File: config.mk
export PLATFORM = sky130hd
export DESIGN_NAME = adaptive_event_trigger_top
export DESIGN_NICKNAME = d
export VERILOG_FILES = /design/src/rtl/aet_pkg.sv /design/src/rtl/aet_window.sv /design/src/rtl/aet_div.sv /design/src/rtl/adaptive_event_trigger_top.sv
export SDC_FILE = /design/constraint.sdc
export NUM_CORES = 2
export LEC_CHECK = 0
export BUFFER_PORTS_ARGS = -buffer_cell sky130_fd_sc_hd__buf_2
export CAP_MARGIN = 20
export CORE_MARGIN = 4
export CORE_UTILIZATION = 55
export DETAILED_ROUTE_END_ITERATION = 7
export PLACE_DENSITY_LB_ADDON = 0.12
export SLEW_MARGIN = 20
export SYNTH_ARGS = -nofsm -noshare
export SYNTH_HDL_FRONTEND = slang
export SYNTH_HIERARCHICAL = 1
export SYNTH_SLANG_ARGS = --single-unit
File: constraint.sdc
create_clock -name aclk -period 58.3 [get_ports aclk]
set_input_delay 11.66 -clock aclk [delete_from_list [all_inputs] [get_ports aclk]]
set_output_delay 11.66 -clock aclk [all_outputs]
set_load 0.02 [all_outputs]
File: src/rtl/aet_pkg.sv
`timescale 1ns / 1ps
// ----------------------------------------------------------------------------
// aet_pkg
// Shared constants and types for the adaptive event trigger.
// ----------------------------------------------------------------------------
package aet_pkg;

    localparam int AET_WINDOW_LEN    = 20;
    localparam int AET_TIMEOUT_TICKS = 500;

    localparam int SAMPLE_W = 32;
    localparam int BASE_W   = 31;
    localparam int GAIN_W   = 20;
    localparam int TICK_W   = 9;
    localparam int FRAC_W   = 16;

    localparam logic [TICK_W-1:0] TICK_MAX = '1;

    typedef struct packed {
        logic shift;
        logic take_new;
    } aet_win_ctrl_t;

endpackage

File: src/rtl/aet_window.sv
`timescale 1ns / 1ps
// ----------------------------------------------------------------------------
// aet_window
// Sample window held as a circular shift line; one entry leaves at the tail
// per shift, either recirculated to the head or replaced by a new sample.
// ----------------------------------------------------------------------------
module aet_window
    import aet_pkg::*;
#(
    parameter int WINDOW_LEN = AET_WINDOW_LEN
) (
    input  logic                       aclk,
    input  logic                       aresetn,
    input  aet_win_ctrl_t              ctrl,
    input  logic signed [SAMPLE_W-1:0] new_sample,
    output logic signed [SAMPLE_W-1:0] tail
);

    logic signed [SAMPLE_W-1:0] win_reg [WINDOW_LEN];

    always_ff @(posedge aclk) begin
        if (!aresetn) begin
            for (int i = 0; i < WINDOW_LEN; i++) begin
                win_reg[i] <= '0;
            end
        end else if (ctrl.shift) begin
            win_reg[0] <= ctrl.take_new ? new_sample : win_reg[WINDOW_LEN-1];
            for (int i = 1; i < WINDOW_LEN; i++) begin
                win_reg[i] <= win_reg[i-1];
            end
        end
    end

    assign tail = win_reg[WINDOW_LEN-1];

endmodule

File: src/rtl/aet_div.sv
`timescale 1ns / 1ps
// ----------------------------------------------------------------------------
// aet_div
// Serial restoring divider by a constant, one quotient bit per cycle,
// signed dividend, quotient truncated toward zero.
// ----------------------------------------------------------------------------
module aet_div
    import aet_pkg::*;
#(
    parameter int DIVIDEND_W = 37,
    parameter int DIVISOR    = AET_WINDOW_LEN
) (
    input  logic                         aclk,
    input  logic                         aresetn,
    input  logic                         start,
    input  logic signed [DIVIDEND_W-1:0] dividend,
    output logic                         done,
    output logic signed [SAMPLE_W-1:0]   quotient
);

    localparam int REM_W = $clog2(DIVISOR) + 1;
    localparam int CNT_W = $clog2(DIVIDEND_W + 1);
    localparam logic [REM_W:0]   DIV_C   = (REM_W + 1)'(DIVISOR);
    localparam logic [CNT_W-1:0] STEPS   = CNT_W'(DIVIDEND_W);
    localparam logic [CNT_W-1:0] CNT_ONE = CNT_W'(1);

    logic [DIVIDEND_W-1:0] mag_reg;
    logic [REM_W-1:0]      rem_reg;
    logic [CNT_W-1:0]      cnt_reg;
    logic                  neg_reg;
    logic                  done_reg;
    logic [REM_W:0]        trial;
    logic                  q_bit;
    logic [SAMPLE_W-1:0]   q_mag;

    assign trial = {rem_reg, mag_reg[DIVIDEND_W-1]};
    assign q_bit = (trial >= DIV_C);

    always_ff @(posedge aclk) begin
        if (!aresetn) begin
            cnt_reg  <= '0;
            done_reg <= 1'b0;
        end else begin
            done_reg <= 1'b0;
            if (start) begin
                cnt_reg <= STEPS;
            end else if (cnt_reg != '0) begin
                cnt_reg  <= cnt_reg - CNT_ONE;
                done_reg <= (cnt_reg == CNT_ONE);
            end
        end
    end

    always_ff @(posedge aclk) begin
        if (start) begin
            neg_reg <= dividend[DIVIDEND_W-1];
            mag_reg <= dividend[DIVIDEND_W-1] ? (~dividend + DIVIDEND_W'(1)) : dividend;
            rem_reg <= '0;
        end else if (cnt_reg != '0) begin
            rem_reg <= q_bit ? REM_W'(trial - DIV_C) : trial[REM_W-1:0];
            mag_reg <= {mag_reg[DIVIDEND_W-2:0], q_bit};
        end
    end

    assign q_mag    = mag_reg[SAMPLE_W-1:0];
    assign quotient = neg_reg ? -q_mag : q_mag;
    assign done     = done_reg;

endmodule

File: src/rtl/adaptive_event_trigger_top.sv
`timescale 1ns / 1ps
// ----------------------------------------------------------------------------
// adaptive_event_trigger_top
// Send-on-delta event trigger with a noise-adaptive threshold.
//
// The s_ channel takes one transaction per tick: sample and reference.
// Each accepted transaction yields exactly one m_ transaction carrying fire,
// cause and elapsed_ticks. The cfg channel writes base_threshold (index 0)
// and error_gain (index 1); it is always ready, other indexes are dropped.
// A base_threshold of zero fires every tick (bypass) and goes from
// acceptance straight to the decision state. Otherwise the window is
// pushed and scanned by recirculating it once for the sum, the mean
// comes from a serial divider, and a second recirculation finds the
// largest deviation. One transaction is processed at a time; s_tready
// is high in idle, even while a result waits in the output register. A
// stalled receiver holds the result; the next result waits until it is
// taken. Reset clears the window, the last event error and sets the tick
// count to one; base_threshold resets to 0 and error_gain to 6554.
// ----------------------------------------------------------------------------
module adaptive_event_trigger_top
    import aet_pkg::*;
#(
    parameter int WINDOW_LEN    = AET_WINDOW_LEN,
    parameter int TIMEOUT_TICKS = AET_TIMEOUT_TICKS
) (
    input  logic        aclk,
    input  logic        aresetn,
    input  logic        s_tvalid,
    output logic        s_tready,
    input  logic [63:0] s_tdata,   // sample[31:0], reference[63:32]
    output logic        m_tvalid,
    input  logic        m_tready,
    output logic [15:0] m_tdata,   // fire[0], cause[2:1], elapsed_ticks[11:3]
    input  logic        cfg_valid,
    output logic        cfg_ready,
    input  logic [7:0]  cfg_index,
    input  logic [31:0] cfg_data
);

    localparam int SUM_W  = SAMPLE_W + $clog2(WINDOW_LEN);
    localparam int CNT_W  = $clog2(WINDOW_LEN + 1);
    localparam int PROD_W = GAIN_W + SAMPLE_W;
    localparam int TH_W   = SAMPLE_W + 2;

    localparam logic [CNT_W-1:0] WIN_CNT = CNT_W'(WINDOW_LEN);
    localparam logic [CNT_W-1:0] CNT_ONE = CNT_W'(1);
    localparam logic [15:0]      TIMEOUT = 16'(TIMEOUT_TICKS);

    localparam logic [7:0] REG_BASE = 8'd0;
    localparam logic [7:0] REG_GAIN = 8'd1;

    localparam logic [1:0] CAUSE_NONE    = 2'd0;
    localparam logic [1:0] CAUSE_BYPASS  = 2'd1;
    localparam logic [1:0] CAUSE_DELTA   = 2'd2;
    localparam logic [1:0] CAUSE_TIMEOUT = 2'd3;

    localparam logic [2:0] ST_IDLE   = 3'd0;
    localparam logic [2:0] ST_SUM    = 3'd1;
    localparam logic [2:0] ST_DIVGO  = 3'd2;
    localparam logic [2:0] ST_DIV    = 3'd3;
    localparam logic [2:0] ST_MAX    = 3'd4;
    localparam logic [2:0] ST_THR    = 3'd5;
    localparam logic [2:0] ST_DECIDE = 3'd6;

    logic [2:0]               state_reg;
    logic [CNT_W-1:0]         cnt_reg;
    logic [BASE_W-1:0]        base_reg;
    logic [GAIN_W-1:0]        gain_reg;
    logic [TICK_W-1:0]        tick_reg;
    logic [SAMPLE_W-1:0]      last_err_reg;
    logic                     bypass_reg;
    logic [SAMPLE_W-1:0]      err_reg;
    logic signed [SUM_W-1:0]  acc_reg;
    logic [PROD_W-1:0]        prod_reg;
    logic [GAIN_W-1:0]        term_reg;
    logic signed [SAMPLE_W-1:0] mean_reg;
    logic [SAMPLE_W-1:0]      noise_reg;
    logic [TH_W-1:0]          th_reg;
    logic [SAMPLE_W-1:0]      delta_reg;
    logic                     m_tvalid_reg;
    logic [15:0]              m_tdata_reg;

    logic                     in_accept;
    logic                     out_load;
    aet_win_ctrl_t            win_ctrl;
    logic signed [SAMPLE_W-1:0] tail;
    logic signed [SAMPLE_W-1:0] in_sample;
    logic signed [SAMPLE_W-1:0] in_ref;
    logic signed [SAMPLE_W:0] in_diff;
    logic [SAMPLE_W-1:0]      in_err;
    logic signed [SAMPLE_W:0] dev;
    logic [SAMPLE_W-1:0]      dev_abs;
    logic signed [SAMPLE_W:0] err_diff;
    logic [PROD_W-FRAC_W-1:0] prod_shr;
    logic                     div_done;
    logic signed [SAMPLE_W-1:0] div_q;
    logic [TICK_W-1:0]        tick_inc;
    logic                     fire_d;
    logic [1:0]               cause_d;

    assign s_tready  = (state_reg == ST_IDLE);
    assign in_accept = s_tvalid && s_tready;
    assign cfg_ready = 1'b1;
    assign out_load  = (state_reg == ST_DECIDE) && (!m_tvalid_reg || m_tready);

    assign in_sample = s_tdata[31:0];
    assign in_ref    = s_tdata[63:32];
    assign in_diff   = {in_ref[SAMPLE_W-1], in_ref} - {in_sample[SAMPLE_W-1], in_sample};
    assign in_err    = in_diff[SAMPLE_W] ? SAMPLE_W'(-in_diff) : in_diff[SAMPLE_W-1:0];

    assign dev      = {tail[SAMPLE_W-1], tail} - {mean_reg[SAMPLE_W-1], mean_reg};
    assign dev_abs  = dev[SAMPLE_W] ? SAMPLE_W'(-dev) : dev[SAMPLE_W-1:0];
    assign err_diff = $signed({1'b0, err_reg}) - $signed({1'b0, last_err_reg});
    assign prod_shr = prod_reg[PROD_W-1:FRAC_W];

    always_comb begin
        win_ctrl.shift    = (in_accept && (base_reg != '0))
                            || (state_reg == ST_SUM) || (state_reg == ST_MAX);
        win_ctrl.take_new = (state_reg == ST_IDLE);
    end

    aet_window #(
        .WINDOW_LEN (WINDOW_LEN)
    ) u_window (
        .aclk       (aclk),
        .aresetn    (aresetn),
        .ctrl       (win_ctrl),
        .new_sample (in_sample),
        .tail       (tail)
    );

    aet_div #(
        .DIVIDEND_W (SUM_W),
        .DIVISOR    (WINDOW_LEN)
    ) u_div (
        .aclk     (aclk),
        .aresetn  (aresetn),
        .start    (state_reg == ST_DIVGO),
        .dividend (acc_reg),
        .done     (div_done),
        .quotient (div_q)
    );

    always_comb begin
        tick_inc = (tick_reg < TICK_MAX) ? tick_reg + TICK_W'(1) : tick_reg;
        fire_d   = 1'b1;
        cause_d  = CAUSE_NONE;
        if (bypass_reg) begin
            cause_d = CAUSE_BYPASS;
        end else if (TH_W'(delta_reg) >= th_reg) begin
            cause_d = CAUSE_DELTA;
        end else if (16'(tick_inc) > TIMEOUT) begin
            cause_d = CAUSE_TIMEOUT;
        end else begin
            fire_d = 1'b0;
        end
    end

    always_ff @(posedge aclk) begin
        if (!aresetn) begin
            state_reg    <= ST_IDLE;
            cnt_reg      <= '0;
            base_reg     <= '0;
            gain_reg     <= GAIN_W'(6554);
            tick_reg     <= TICK_W'(1);
            last_err_reg <= '0;
            bypass_reg   <= 1'b0;
            m_tvalid_reg <= 1'b0;
        end else begin
            if (cfg_valid && cfg_ready) begin
                unique case (cfg_index)
                    REG_BASE: base_reg <= cfg_data[BASE_W-1:0];
                    REG_GAIN: gain_reg <= cfg_data[GAIN_W-1:0];
                    default: ;
                endcase
            end

            if (out_load) begin
                m_tvalid_reg <= 1'b1;
            end else if (m_tready) begin
                m_tvalid_reg <= 1'b0;
            end

            unique case (state_reg)
                ST_IDLE: begin
                    if (in_accept) begin
                        bypass_reg <= (base_reg == '0);
                        cnt_reg    <= WIN_CNT;
                        state_reg  <= (base_reg == '0) ? ST_DECIDE : ST_SUM;
                    end
                end
                ST_SUM: begin
                    cnt_reg <= cnt_reg - CNT_ONE;
                    if (cnt_reg == CNT_ONE) begin
                        state_reg <= ST_DIVGO;
                    end
                end
                ST_DIVGO: begin
                    state_reg <= ST_DIV;
                end
                ST_DIV: begin
                    if (div_done) begin
                        cnt_reg   <= WIN_CNT;
                        state_reg <= ST_MAX;
                    end
                end
                ST_MAX: begin
                    cnt_reg <= cnt_reg - CNT_ONE;
                    if (cnt_reg == CNT_ONE) begin
                        state_reg <= ST_THR;
                    end
                end
                ST_THR: begin
                    state_reg <= ST_DECIDE;
                end
                ST_DECIDE: begin
                    if (out_load) begin
                        state_reg <= ST_IDLE;
                        if (fire_d) begin
                            tick_reg <= '0;
                            if (!bypass_reg) begin
                                last_err_reg <= err_reg;
                            end
                        end else begin
                            tick_reg <= tick_inc;
                        end
                    end
                end
                default: begin
                    state_reg <= ST_IDLE;
                end
            endcase
        end
    end

    always_ff @(posedge aclk) begin
        if (in_accept) begin
            err_reg <= in_err;
            acc_reg <= '0;
        end
        if (state_reg == ST_SUM) begin
            acc_reg  <= acc_reg + {{(SUM_W - SAMPLE_W){tail[SAMPLE_W-1]}}, tail};
            prod_reg <= PROD_W'(gain_reg) * PROD_W'(err_reg);
        end
        if (state_reg == ST_DIVGO) begin
            term_reg  <= (prod_shr > (PROD_W - FRAC_W)'(gain_reg))
                         ? gain_reg : prod_shr[GAIN_W-1:0];
            noise_reg <= '0;
        end
        if (div_done) begin
            mean_reg <= div_q;
        end
        if (state_reg == ST_MAX) begin
            if (dev_abs > noise_reg) begin
                noise_reg <= dev_abs;
            end
        end
        if (state_reg == ST_THR) begin
            th_reg    <= TH_W'(base_reg) + TH_W'(term_reg) + TH_W'(noise_reg);
            delta_reg <= err_diff[SAMPLE_W] ? SAMPLE_W'(-err_diff) : err_diff[SAMPLE_W-1:0];
        end
        if (out_load) begin
            m_tdata_reg <= {4'b0000, (fire_d ? tick_inc : TICK_W'(0)), cause_d, fire_d};
        end
    end

    assign m_tvalid = m_tvalid_reg;
    assign m_tdata  = m_tdata_reg;

endmodule

==> Word-level counts from Yosys, hierarchy flattened <==
Memory sizes are Yosys's and may differ from the RTL's.
Index checks and enable logic that the tools add are counted.
{ "op_classes": {"n_addsub": 15, "n_mul": 1, "div_mod_pow": 0, "order_cmp": 6, "n_eq_ne": 14, "shifts": 0, "mux": 60, "n_bitwise": 24, "n_reduce_logical": 26} }
{ "ops": {"columns": ["operator", "n"], "rows": [
  ["2-to-1 mux 32 bit", 28],
  ["2-to-1 mux 37 bit", 5],
  ["negation 32 bit", 4],
  ["subtractor 32 x 32 -> 33 bit", 3],
  ["multiplier 20 x 32 -> 52 bit", 1],
  ["adder 37 x 2 -> 37 bit, second input constant", 1],
  ["adder 37 bit", 1],
  ["NOT 37 bit", 1],
  ["greater-than comparator 36 x 20 -> 1 bit", 1],
  [">= comparator 32 x 34 -> 1 bit", 1],
  ["adder 32 x 32 -> 33 bit", 1],
  ["adder 31 x 20 -> 32 bit", 1],
  ["greater-than comparator 32 bit", 1],
  ["zero test 31 bit", 1],
  ["nonzero test 31 bit", 1],
  ["one-hot mux 3 bit (7 select lines)", 1],
  ["2-to-1 mux 20 bit", 1],
  ["OR 1 bit", 20],
  ["2-to-1 mux 3 bit", 6],
  ["2-to-1 mux 6 bit", 3],
  ["2-to-1 mux 9 bit", 2],
  ["one-hot mux 5 bit (3 select lines)", 1],
  ["2-to-1 mux 5 bit", 2],
  ["adder 9 x 1 -> 9 bit, second input constant", 1],
  ["other kinds (31)", 58]
]} }
{ "word_totals": {"ff_bits": 436, "latchBits": 0, "ramBits": 640, "rom_bits": 0, "input_bits": 109, "output_inout_bits": 19, "word_cells": 172, "mem_count": 1} }
{ "mem_list": {"columns": ["memory", "words", "width", "read_ports", "rd_clocked_by_memory_dff", "write_ports", "line_no", "rtl"], "rows": [
  ["u_window.win_reg", 20, 32, 20, 0, 20, "aet_window.sv:19", "logic signed [SAMPLE_W-1:0] win_reg [WINDOW_LEN];"]
]} }

==> Longest topological paths before layout <==
{ "logic_depth": {"depth_word": 9, "mapped_depth": 29} }

==> Cells and area by module <==
Netlist, hierarchy kept.
{ "modules_own_cells": {"columns": ["mod", "instances", "cells_per_inst", "area_each_um2", "seq_area_each_um2"], "rows": [
  ["adaptive_event_trigger_top", 1, 5203, 46849.9, 9709.3],
  ["aet_window", 1, 1482, 24461.0, 19218.4],
  ["aet_div", 1, 496, 4110.2, 1401.3]
]} }

==> Least setup slack after synthesis <==
Ideal clock, no wire load.
{ "synth_timing": {"path_kind": "input -> register", "start": "input s_tvalid", "end": "memory u_window.win_reg[0][0] (enable)", "setup_time_ns": 1.126, "t_arrival_ns": 27.603, "path_slack_ns": 29.570, "stages": 5, "n_path_buf": 2, "cell_sequence": "nand2_1 > o21ai_0 > buf_2 > clkbuf_2 > nand2b_1"} }
{ "synth_lines": {"columns": ["item", "line_no", "rtl"], "rows": [
  ["from (decl)", "adaptive_event_trigger_top.sv:28", "input logic s_tvalid,"],
  ["to (decl)", "aet_window.sv:19", null]
]} }

==> out/results.tsv <==
metric	value	unit
synth_ff_type	edfxtp_1	
ys_ff_latch	1059	
track_usage	27.0	%
yosysTopAreaCell	edfxtp_1	
end_kind	flop	
drc	0	
cp_max_fo	89	
yosysTopAreaCellShare	36.3	%
startpoint_type	input port	
ant_nets	0	
finalHoldWorstSlack	0.456	ns
fmax	64.3	MHz
row_count	135	
dpl_cell_area	77000	µm²
fin_area	80800	µm²
pin_count	128	
outcome	complete, no violations	
cts-root-buf	clkbuf_16	
timing_hold_violations_final	0	
wl_per_cell	21.4	µm
r2r_setup_slack	49.96	ns
nets	8185	
critPathArrivalTime	15.90	ns
synth_area	75400	µm²
core-area	136000	µm²
dr_total_vias	52100	
initial_utilization	55.5	%
critical_path_required	58.66	ns
grt_pass1_wl	300	mm
gp_congestion	0.919	
final_common_cell	edfxtp_1	
synthSimpleGateAreaFrac	17.2	%
clockBufferDepth	3	
synthTopCellsByArea	edfxtp_1, fa_1, ha_1, and3_1, inv_1	
syn_avg_cell_area	10.5	µm²
synth_xor_area_share	3.26	%
worst_slew_pin_slew	1.13	ns
synth_enable_flop_cells	912	
fin_setup_tns	0	ns
cts_resized	0	
hold_buffers	0	
clock_sinks	1059	
yosysWarnings	6	
async_flop_share	0	%
vias_per_cell	5.80	
dp_hpwl	134	mm
finalSetupViolCount	0	
synth_top_family_by_area	adder cells	
synth_seq_area_share	40.2	%
die-area	143000	µm²
hold_path_class	reg2reg	
grt_pass1_vias	51700	
fin_skew	0.0938	ns
largest_register_ff_count	640	
dieWidth	378	µm
h-tree-depth	3	
maxSlewHeadroom	22.6	%
final_cell_mix	edfxtp_1, inv_1, nand2_1, and3_1, fa_1	
maxCapViolCount	0	
syn_to_final_growth	7.13	%
antenna_found_initial	12	
drt_iter0_markers	4354	
synth_compound_area_share	8.37	%
min_period_over_period	26.7	%
portBuffers	121	
synthMuxAreaShare	2.10	%
fin_crit	15.54	ns
post_cts.repair.setup_buffers	0	
grt-ovfl-total	0	
synthCells	7181	
dr.pass1.iters	6	
cts_tree	done	
grt_max_degree	256	
cts_buffers	111	
clock_latency	0.77	ns
path_class	in2reg	
routed_wl	192	mm
rsz0062_at_grt	false	
dieHeight	378	µm
ys_types	107	
drive_gt1_share	7.14	%
clk_pin_slew	0.06	ns
synthAdderAreaFrac	22.0	%
maxSlewViolCount	0	
[cell type report]
cell class | count | area (µm²)
Sequential cell | 1059 | 30300
Timing Repair Buffer | 205 | 1290
Tap cell | 1781 | 2230
Antenna cell | 7 | 17.5
Clock inverter | 81 | 831
Fill cell | 11500 | 55000
Multi-Input combinational cell | 4860 | 40000
Inverter | 849 | 3190
Clock buffer | 129 | 2910
[Yosys cell counts (all sizes together) (14+ instances only)]
cell type and instances:
edfxtp 912, inv 849, nand2 688, and3 575, fa 560, ha 430, and2 366, nor2 344
clkbuf 291, a21oi 274, xnor2 191, o21ai 187, dfxtp 147, a21o 136, buf 125, mux2i 94
xor2 90, nor3 89, nand3 66, nand4 59, mux2 57, or3 51, nor4 44, o21a 40
nor2b 39, a211oi 36, or4 35, o31ai 33, nand2b 32, a31oi 29, o21bai 22, o2111ai 19
or2 19, and4 17, o41ai 17, nor3b 15, a2111oi 14, o211ai 14
[worst max-delay path: stages]
cell,delay (ns)
buf_2,0.12
nand2_1,0.30
o21ai_4,0.48
nand2b_4,0.73
buf_4,0.86
buf_4,0.87
buf_6,0.71
[stage by stage]
| step | util (%) | worst slack (ns) | instances |
|---|---|---|---|
| floorplan | - | 29.57 | 7184 |
| global placement | 56.7 | 41.67 | 8751 |
| detailed placement | 56.7 | 41.61 | 8752 |
| CTS | 59.5 | 42.41 | 8962 |
| global route | 59.5 | 42.42 | 8964 |
| finish | 59.5 | 42.76 | 8971 |
[routing by layer]
metal,GRT usage [%],share of wire (%),vias to the layer above
met4,10.1,4.1,10
met2,43.6,47,1456
met3,4.55,6.3,369
li1,-,-,24400
met1,36.9,43,25900
met5,0,0.036,-
[cells by family after synthesis]
family,Yosys count
multiplexers,151
other,2
AND/OR/NAND/NOR,2476
flip-flops,1059
adder cells (fa/ha/maj),990
buffers and inverters,1265
XOR/XNOR,281
AO/OA/AOI/OAI,957
[final timing paths]
kind	startpoint	to	cells past startpoint
worst max-delay path	s_tvalid	u_window/win_reg[0][8]	7
worst min-delay path	last_err_reg[30]	last_err_reg[30]	2
worst max register to register	gain_reg[3]	prod_reg[37]	22
worst min register to register	last_err_reg[30]	last_err_reg[30]	2
Power is left out: the tool's default activity adds up to more than one toggle a clock period on the data nets, which glitch-free logic cannot reach.
